[src/sv/md4_hash_engine_unit_assert.svh]
// Assertion macros for the MD4 engine.
`ifndef MD4_HASH_ENGINE_UNIT_ASSERT_SVH
`define MD4_HASH_ENGINE_UNIT_ASSERT_SVH

// same-cycle implication
`define MD4HE_ASSERT_NOW(lbl, ante, cons) \
    lbl: assert property (@(posedge i_clk) disable iff (!i_rst_n) (ante) |-> (cons)) \
        else $error("md4he check failed");

// next-cycle implication
`define MD4HE_ASSERT_NXT(lbl, ante, cons) \
    lbl: assert property (@(posedge i_clk) disable iff (!i_rst_n) (ante) |=> (cons)) \
        else $error("md4he check failed");

`endif

[src/sv/md4he_pkg.sv]
`default_nettype none
package md4he_pkg;

    typedef struct packed {
        logic [7:0] data_byte;
        logic [3:0] bit_count;
        logic       last_byte;
    } t_in;

    typedef struct packed {
        logic [31:0] digest_word;
        logic [1:0]  word_index;
        logic        last_word;
    } t_out;

    typedef logic [3:0][31:0] t_words;

    typedef enum logic [2:0] {
        ST_IDLE,
        ST_MARK,
        ST_PAD,
        ST_LEN_LO,
        ST_LEN_HI,
        ST_COMP,
        ST_OUT
    } t_state;

    localparam logic [2:0] CFG_START_A   = 3'd0;
    localparam logic [2:0] CFG_START_B   = 3'd1;
    localparam logic [2:0] CFG_START_C   = 3'd2;
    localparam logic [2:0] CFG_START_D   = 3'd3;
    localparam logic [2:0] CFG_START_LEN = 3'd4;

    localparam logic [31:0] START_A_RST = 32'h67452301;
    localparam logic [31:0] START_B_RST = 32'hefcdab89;
    localparam logic [31:0] START_C_RST = 32'h98badcfe;
    localparam logic [31:0] START_D_RST = 32'h10325476;

    localparam logic [31:0] K_ROUND1 = 32'h5A827999;
    localparam logic [31:0] K_ROUND2 = 32'h6ED9EBA1;

    localparam logic [7:0] PAD_MARKER = 8'h80;
    localparam logic [3:0] FULL_BITS  = 4'd8;
    localparam logic [5:0] FILL_LEN   = 6'd56;
    localparam logic [5:0] FILL_END   = 6'd63;
    localparam logic [3:0] WORD_LAST  = 4'd15;
    localparam logic [3:0] WORD_LEN_LO = 4'd14;
    localparam logic [3:0] WORD_LEN_HI = 4'd15;
    localparam logic [5:0] STEP_LAST  = 6'd48;
    localparam logic [5:0] COMP_LAST  = 6'd49;
    localparam logic [1:0] IDX_LAST   = 2'd3;

    // message word used by a step
    function automatic logic [3:0] f_widx(input logic [5:0] step);
        logic [3:0] j;
        logic [3:0] res;
        j = step[3:0];
        unique case (step[5:4])
            2'd1:    res = {j[1:0], j[3:2]};
            2'd2:    res = {j[0], j[1], j[2], j[3]};
            default: res = j;
        endcase
        return res;
    endfunction

    // rotate amount of a step
    function automatic logic [4:0] f_rsh(input logic [5:0] step);
        logic [4:0] res;
        unique case ({step[5:4], step[1:0]})
            4'b00_00: res = 5'd3;
            4'b00_01: res = 5'd7;
            4'b00_10: res = 5'd11;
            4'b00_11: res = 5'd19;
            4'b01_00: res = 5'd3;
            4'b01_01: res = 5'd5;
            4'b01_10: res = 5'd9;
            4'b01_11: res = 5'd13;
            4'b10_00: res = 5'd3;
            4'b10_01: res = 5'd9;
            4'b10_10: res = 5'd11;
            4'b10_11: res = 5'd15;
            default:  res = 5'd0;
        endcase
        return res;
    endfunction

endpackage
`default_nettype wire

[src/sv/md4he_ram.sv]
`default_nettype none
module md4he_ram #(
    parameter int WIDTH = 32,
    parameter int DEPTH = 16
) (
    input  wire logic                     i_clk,
    input  wire logic                     i_we,
    input  wire logic [$clog2(DEPTH)-1:0] i_waddr,
    input  wire logic [WIDTH-1:0]         i_wdata,
    input  wire logic [$clog2(DEPTH)-1:0] i_raddr,
    output logic      [WIDTH-1:0]         o_rdata
);

    logic [WIDTH-1:0] r_mem [DEPTH];

    always_ff @(posedge i_clk) begin
        if (i_we) begin
            r_mem[i_waddr] <= i_wdata;
        end
        o_rdata <= r_mem[i_raddr];
    end

endmodule
`default_nettype wire

[src/sv/md4he_step.sv]
`default_nettype none
module md4he_step (
    input  wire md4he_pkg::t_words i_v,
    input  wire logic [31:0]       i_m,
    input  wire logic [5:0]        i_step,
    output logic      [31:0]       o_a
);
    import md4he_pkg::*;

    logic [31:0] b, c, d, f, sum;
    logic [63:0] dbl;

    always_comb begin
        b = i_v[1];
        c = i_v[2];
        d = i_v[3];
        unique case (i_step[5:4])
            2'd0:    f = (b & c) | (~b & d);
            2'd1:    f = ((b & c) | (b & d) | (c & d)) + K_ROUND1;
            default: f = (b ^ c ^ d) + K_ROUND2;
        endcase
        sum = i_v[0] + f + i_m;
        dbl = {sum, sum} << f_rsh(i_step);
        o_a = dbl[63:32];
    end

endmodule
`default_nettype wire

[src/sv/md4_hash_engine_unit.sv]
// MD4 engine, one message byte per input beat.
// A beat that fills a 64-byte block starts the 48 steps of the shared round unit
// (one step per cycle, message words from a 16x32 RAM).
// A last beat adds the marker, padding, length and compress states, plus another block
// when an extra one is needed, then 4 digest beats, one per cycle when taken.
// Reset is synchronous, active low; start registers take the standard MD4 values.
`default_nettype none
`include "md4_hash_engine_unit_assert.svh"
module md4_hash_engine_unit (
    input  wire logic             i_clk,
    input  wire logic             i_rst_n,
    input  wire logic             i_in_valid,
    output logic                  o_in_ready,
    input  wire md4he_pkg::t_in   i_in,
    output logic                  o_out_valid,
    input  wire logic             i_out_ready,
    output md4he_pkg::t_out       o_out,
    input  wire logic             i_cfg_we,
    input  wire logic [2:0]       i_cfg_index,
    input  wire logic [63:0]      i_cfg_data
);
    import md4he_pkg::*;

    t_state      r_state, n_state;
    t_words      r_start;
    logic [63:0] r_start_len;
    t_words      r_chain;
    t_words      r_v;
    logic [63:0] r_total;
    logic [5:0]  r_fill;
    logic [31:0] r_word;
    logic [5:0]  r_k;
    logic [1:0]  r_oidx;
    logic        r_active, r_last, r_marked, r_final;

    logic        in_acc, in_full, in_part, in_take, push;
    logic [3:0]  n_cnt, in_sh;
    logic [7:0]  in_keep, in_byte;
    logic [5:0]  base_fill;
    logic [31:0] base_word;
    logic [63:0] base_total;
    logic [5:0]  ins_fill;
    logic [31:0] ins_word, ins_merged;
    logic [7:0]  ins_byte;
    logic        out_acc;

    logic        ram_we;
    logic [3:0]  ram_waddr, ram_raddr;
    logic [31:0] ram_wdata, ram_rdata;
    logic [31:0] step_a;
    logic [5:0]  step_idx;

    md4he_ram #(.WIDTH(32), .DEPTH(16)) u_buf (
        .i_clk   (i_clk),
        .i_we    (ram_we),
        .i_waddr (ram_waddr),
        .i_wdata (ram_wdata),
        .i_raddr (ram_raddr),
        .o_rdata (ram_rdata)
    );

    assign step_idx = r_k - 6'd1;

    md4he_step u_step (
        .i_v    (r_v),
        .i_m    (ram_rdata),
        .i_step (step_idx),
        .o_a    (step_a)
    );

    // input decode and byte insertion
    always_comb begin
        in_acc     = i_in_valid && o_in_ready;
        n_cnt      = (i_in.bit_count > FULL_BITS) ? FULL_BITS : i_in.bit_count;
        in_full    = (n_cnt == FULL_BITS);
        in_part    = (n_cnt != 4'd0) && !in_full;
        in_take    = in_acc && (in_full || i_in.last_byte);
        push       = in_take && (n_cnt != 4'd0);
        in_sh      = FULL_BITS - n_cnt;
        in_keep    = 8'(8'hFF << in_sh);
        in_byte    = in_full ? i_in.data_byte
                             : ((i_in.data_byte & in_keep) | 8'(PAD_MARKER >> n_cnt));
        base_fill  = r_active ? r_fill : 6'd0;
        base_word  = r_active ? r_word : 32'd0;
        base_total = r_active ? r_total : r_start_len;
        if (r_state == ST_MARK) begin
            ins_fill = r_fill;
            ins_word = r_word;
            ins_byte = PAD_MARKER;
        end else begin
            ins_fill = base_fill;
            ins_word = base_word;
            ins_byte = in_byte;
        end
        ins_merged = ins_word | (32'(ins_byte) << {ins_fill[1:0], 3'b000});
    end

    // next state
    always_comb begin
        n_state = r_state;
        unique case (r_state)
            ST_IDLE: begin
                if (in_take) begin
                    if (push && ins_fill == FILL_END) begin
                        n_state = ST_COMP;
                    end else if (i_in.last_byte) begin
                        n_state = in_part ? ST_PAD : ST_MARK;
                    end
                end
            end
            ST_MARK: begin
                n_state = (r_fill == FILL_END) ? ST_COMP : ST_PAD;
            end
            ST_PAD: begin
                if (r_fill == FILL_LEN) begin
                    n_state = ST_LEN_LO;
                end else if (r_fill[5:2] == WORD_LAST) begin
                    n_state = ST_COMP;
                end
            end
            ST_LEN_LO: n_state = ST_LEN_HI;
            ST_LEN_HI: n_state = ST_COMP;
            ST_COMP: begin
                if (r_k == COMP_LAST) begin
                    if (r_final) begin
                        n_state = ST_OUT;
                    end else if (r_last) begin
                        n_state = r_marked ? ST_PAD : ST_MARK;
                    end else begin
                        n_state = ST_IDLE;
                    end
                end
            end
            ST_OUT: begin
                if (out_acc && r_oidx == IDX_LAST) begin
                    n_state = ST_IDLE;
                end
            end
            default: n_state = ST_IDLE;
        endcase
    end

    // outputs and buffer port
    always_comb begin
        o_in_ready        = (r_state == ST_IDLE);
        o_out_valid       = (r_state == ST_OUT);
        out_acc           = o_out_valid && i_out_ready;
        o_out.digest_word = r_chain[r_oidx];
        o_out.word_index  = r_oidx;
        o_out.last_word   = (r_oidx == IDX_LAST);
        ram_raddr         = f_widx(r_k);
        ram_we            = 1'b0;
        ram_waddr         = ins_fill[5:2];
        ram_wdata         = ins_merged;
        unique case (r_state)
            ST_IDLE: ram_we = push && (ins_fill[1:0] == 2'd3);
            ST_MARK: ram_we = (r_fill[1:0] == 2'd3);
            ST_PAD: begin
                ram_we    = (r_fill != FILL_LEN);
                ram_waddr = r_fill[5:2];
                ram_wdata = r_word;
            end
            ST_LEN_LO: begin
                ram_we    = 1'b1;
                ram_waddr = WORD_LEN_LO;
                ram_wdata = r_total[31:0];
            end
            ST_LEN_HI: begin
                ram_we    = 1'b1;
                ram_waddr = WORD_LEN_HI;
                ram_wdata = r_total[63:32];
            end
            default: ram_we = 1'b0;
        endcase
    end

    always_ff @(posedge i_clk) begin
        if (!i_rst_n) begin
            r_state     <= ST_IDLE;
            r_start     <= {START_D_RST, START_C_RST, START_B_RST, START_A_RST};
            r_start_len <= 64'd0;
            r_fill      <= 6'd0;
            r_word      <= 32'd0;
            r_k         <= 6'd0;
            r_oidx      <= 2'd0;
            r_active    <= 1'b0;
            r_last      <= 1'b0;
            r_marked    <= 1'b0;
            r_final     <= 1'b0;
        end else begin
            r_state <= n_state;
            if (i_cfg_we) begin
                unique case (i_cfg_index)
                    CFG_START_A:   r_start[0]  <= i_cfg_data[31:0];
                    CFG_START_B:   r_start[1]  <= i_cfg_data[31:0];
                    CFG_START_C:   r_start[2]  <= i_cfg_data[31:0];
                    CFG_START_D:   r_start[3]  <= i_cfg_data[31:0];
                    CFG_START_LEN: r_start_len <= i_cfg_data;
                    default: ;
                endcase
            end
            unique case (r_state)
                ST_IDLE: begin
                    if (in_take) begin
                        if (!r_active) begin
                            r_chain <= r_start;
                        end
                        r_active <= 1'b1;
                        r_total  <= base_total + {60'd0, n_cnt};
                        r_last   <= i_in.last_byte;
                        r_marked <= in_part;
                        r_final  <= 1'b0;
                        if (push) begin
                            r_fill <= ins_fill + 6'd1;
                            r_word <= (ins_fill[1:0] == 2'd3) ? 32'd0 : ins_merged;
                        end else begin
                            r_fill <= base_fill;
                            r_word <= base_word;
                        end
                    end
                end
                ST_MARK: begin
                    r_fill   <= r_fill + 6'd1;
                    r_word   <= (r_fill[1:0] == 2'd3) ? 32'd0 : ins_merged;
                    r_marked <= 1'b1;
                end
                ST_PAD: begin
                    if (r_fill != FILL_LEN) begin
                        r_fill <= {r_fill[5:2] + 4'd1, 2'b00};
                        r_word <= 32'd0;
                    end
                end
                ST_LEN_HI: r_final <= 1'b1;
                ST_COMP: begin
                    if (r_k == 6'd0) begin
                        r_v <= r_chain;
                        r_k <= r_k + 6'd1;
                    end else if (r_k <= STEP_LAST) begin
                        r_v <= {r_v[2], r_v[1], step_a, r_v[3]};
                        r_k <= r_k + 6'd1;
                    end else begin
                        for (int i = 0; i < 4; i++) begin
                            r_chain[i] <= r_chain[i] + r_v[i];
                        end
                        r_k <= 6'd0;
                    end
                end
                ST_OUT: begin
                    if (out_acc) begin
                        r_oidx <= r_oidx + 2'd1;
                        if (r_oidx == IDX_LAST) begin
                            r_active <= 1'b0;
                            r_fill   <= 6'd0;
                            r_final  <= 1'b0;
                        end
                    end
                end
                default: ;
            endcase
        end
    end

    `MD4HE_ASSERT_NOW(a_no_ready_in_out, o_out_valid, !o_in_ready)
    `MD4HE_ASSERT_NOW(a_no_write_in_comp, r_state == ST_COMP, !ram_we)
    `MD4HE_ASSERT_NXT(a_idle_after_digest, out_acc && o_out.last_word, o_in_ready && !r_active)
    `MD4HE_ASSERT_NXT(a_index_steps, out_acc && !o_out.last_word, o_out_valid && (o_out.word_index == $past(o_out.word_index) + 2'd1))

endmodule
`default_nettype wire
[config.mk]
export PLATFORM = sky130hd
export DESIGN_NAME = md4_hash_engine_unit
export DESIGN_NICKNAME = d
export VERILOG_FILES = /design/src/sv/md4he_pkg.sv /design/src/sv/md4he_ram.sv /design/src/sv/md4he_step.sv /design/src/sv/md4_hash_engine_unit.sv
export VERILOG_INCLUDE_DIRS = /design/src /design/src/sv
export SDC_FILE = /design/constraint.sdc
export NUM_CORES = 2
export LEC_CHECK = 0
export BUFFER_PORTS_ARGS = -buffer_cell sky130_fd_sc_hd__buf_2
export CAP_MARGIN = 20
export CORE_ASPECT_RATIO = 1.2
export CORE_MARGIN = 4
export CORE_UTILIZATION = 34
export DETAILED_ROUTE_END_ITERATION = 12
export SYNTH_ARGS = -nofsm -noshare
export SYNTH_HDL_FRONTEND = slang
export SYNTH_HIERARCHICAL = 1
export SYNTH_SLANG_ARGS = --single-unit
[constraint.sdc]
create_clock -name i_clk -period 8.7 [get_ports i_clk]
set_clock_uncertainty 0.05 [all_clocks]
set_input_delay 0.435 -clock i_clk [delete_from_list [all_inputs] [get_ports i_clk]]
set_output_delay 0.435 -clock i_clk [all_outputs]
set_load 0.005 [all_outputs]
==> results.yml <==
worst_setup_path:
  cp_common_cell: "a21oi_1"
  crit_chain: "fa_1 -> ha_1 -> a21boi_0 -> a21o_1 -> a21oi_1 -> o311ai_0 -> a21oi_1 -> and4_1 -> xor2_1 -> a21oi_1 -> o21ai_0 -> fa_1 -> ha_1 -> a21oi_2 -> o21ai_0 -> a211oi_1 -> a22o_1 -> a41oi_1 -> mux2i_1 -> a221oi_1 -> mux2i_1 -> nor3_1 -> a21oi_1 -> mux2_2"
  critPathLaunchType: "register"
  required_ns: 9.19
  cp_num_buf_inv: 0
  critical_path_arrival_ns: 8.38
  endpoint_kind: "register"
  cpMaxStageDelayCell: "o311ai_0"
  worst-setup-path-type: "register to register"
  critPathMaxStageDelay_ns: 0.66
  critPathTopFamily: "compound AO/OA/AOI/OAI gates"
  worstPathMaxFanout: 9
status:
  status: "complete, no violations"
layout:
  final_core_util: 0.387
  fin_area_um2: 67800
  synthToLayoutAreaGrowth_pct: 12.9
  nets: 5807
  layoutNonFillerInstCount: 7874
  layout-drive-gt1-share: 0.145
synth:
  synth_nets: 5697
  yosys_warnings: 6
  synth_area_per_cell_um2: 11.2
  netlist_area_um2: 60000
  synth_cells: 5362
sta:
  hold_viol: 0
  maxSlewViolCount: 0
  clock.fmax_mhz: 127
  setup_viol: 0
  holdWs_ns: 0.112
  tightest_slew_ns: 1.27
  min_period_ns: 7.89
  grt_setup_unrepaired: "no"
  min_period_over_period: 0.907
  setup_ws_ns: 0.812
  fin_tns_setup_ns: 0
  relSlewSlack: 0.150
die:
  dieWidth_um: 392
  num_io_pins: 122
  fp-row-count: 168
  fp.dieArea_um2: 183000
  core_um2: 175000
  start_util: 0.343
  die_h_um: 468
detailed_routing:
  drtAntennaViolNets: 0
  vias: 44642
  drc: 0
  post_drt_wl_per_cell_um: 25.3
  first_iter_violations: 4612
  via_per_inst: 5.67
  dr.pass1.iters: 6
  wl_um: 199000
global_route:
  track_usage: 0.213
  grt_pass1_vias: 42841
  grt_pass1_wl_um: 291000
  grt_max_degree: 202
  overflow: 0
  antenna_found_initial: 14
place:
  portBuffers: 121
  placed_cell_area_um2: 63300
  dp_cells: 7580
  dp_hpwl_um: 140000
  gp_congestion: 0.944
  dp_slack_ns: 0.968
clocking:
  root_buffer: "clkbuf_16"
  clock_latency_ns: 0.79
  cts_inserted_buffers: 116
  clk_pin_slew_ns: 0.06
  htreeDepth: 3
  ctsResizeCount: 0
  cts_max_path_buffers: 3
  cts_tree: "yes"
  clock-sinks: 1109
power:
  total_power_mw: 18.7
  p_leak_nw: 23.7
  p_per_area_nw_per_um2: 275
  max-vdd-ir-drop_mv: 0.178
worst_hold_path:
  hold_class: "primary input to register"
run:
  cap_viol_max_count: 0
final timing paths:
check                   from              end  slack (ns)  depth (start not counted)
max                  r_v[32]          r_v[45]        0.81                         24
min                  i_in[0]       r_state[2]        0.11                          3
max reg2reg          r_v[32]          r_v[45]        0.81                         24
min reg2reg  r_start_len[58]  r_start_len[58]        0.40                          2
sequential cells by signal, indices dropped and copies added (netlist names):
name and flops:
r_chain 128, r_start_len 64, r_oidx 2, r_total 64
r_k 6, r_start 128, r_marked 1, r_state 3
r_last 1, r_word 32, r_fill 6, u_buf/o_rdata 32
r_active 1, r_final 1, r_v 128, u_buf/r_mem 512
per-layer routing:
layer	vias up	GRT usage	part of all wire
li1	20218	-	-
met1	22382	0.272	0.40
met2	1676	0.354	0.48
met3	360	0.0373	0.071
met4	6	0.0931	0.048
met5	-	0	0.00023
power breakdown:
part	switching, mW	total [mW]	internal, mW
clock	2.23	4.97	2.74
combinational	4.44	6.82	2.38
sequential	0.347	6.87	6.53
cells in the final DEF, fill, tap and decap left out, drive strengths merged, types with 65 or more instances in the layout:
| cell | count |
|---|---|
| edfxtp | 832 |
| nand2 | 817 |
| a21oi | 465 |
| nor2 | 298 |
| o21ai | 287 |
| dfxtp | 277 |
| buf | 214 |
| ha | 181 |
| mux4 | 161 |
| clkbuf | 161 |
| nand3 | 156 |
| mux2 | 140 |
| xnor2 | 139 |
| mux2i | 119 |
| xor2 | 118 |
| inv | 114 |
| a22oi | 90 |
| a21o | 86 |
| fa | 69 |
| dlygate4sd3 | 67 |
| a211oi | 65 |
layout make-up:
| type | instances | area (um^2) |
|---|---|---|
| diodes | 5 | 12.5 |
| clock buffers | 161 | 3240 |
| clock inverters | 59 | 568 |
| fillers | 16846 | 107000 |
| inverters | 109 | 414 |
| multi-input cells | 3855 | 28100 |
| flip-flops and latches | 1109 | 30500 |
| well taps | 2295 | 2870 |
| repair buffers | 281 | 2030 |
worst min-delay path: cells and delay by family:
| family | cells | cell delay (ns) |
|---|---|---|
| buffers and inverters | 1 | 0.12 |
| AO/OA/AOI/OAI | 2 | 0.35 |
what timing repair did:
item / 4_1_cts / 5_1_grt
setup buffers: 0 / 0
endpoints found under the hold margin: 177 / 0
hold buffers: 67 / 0
Power figures use the tool's default switching activity.
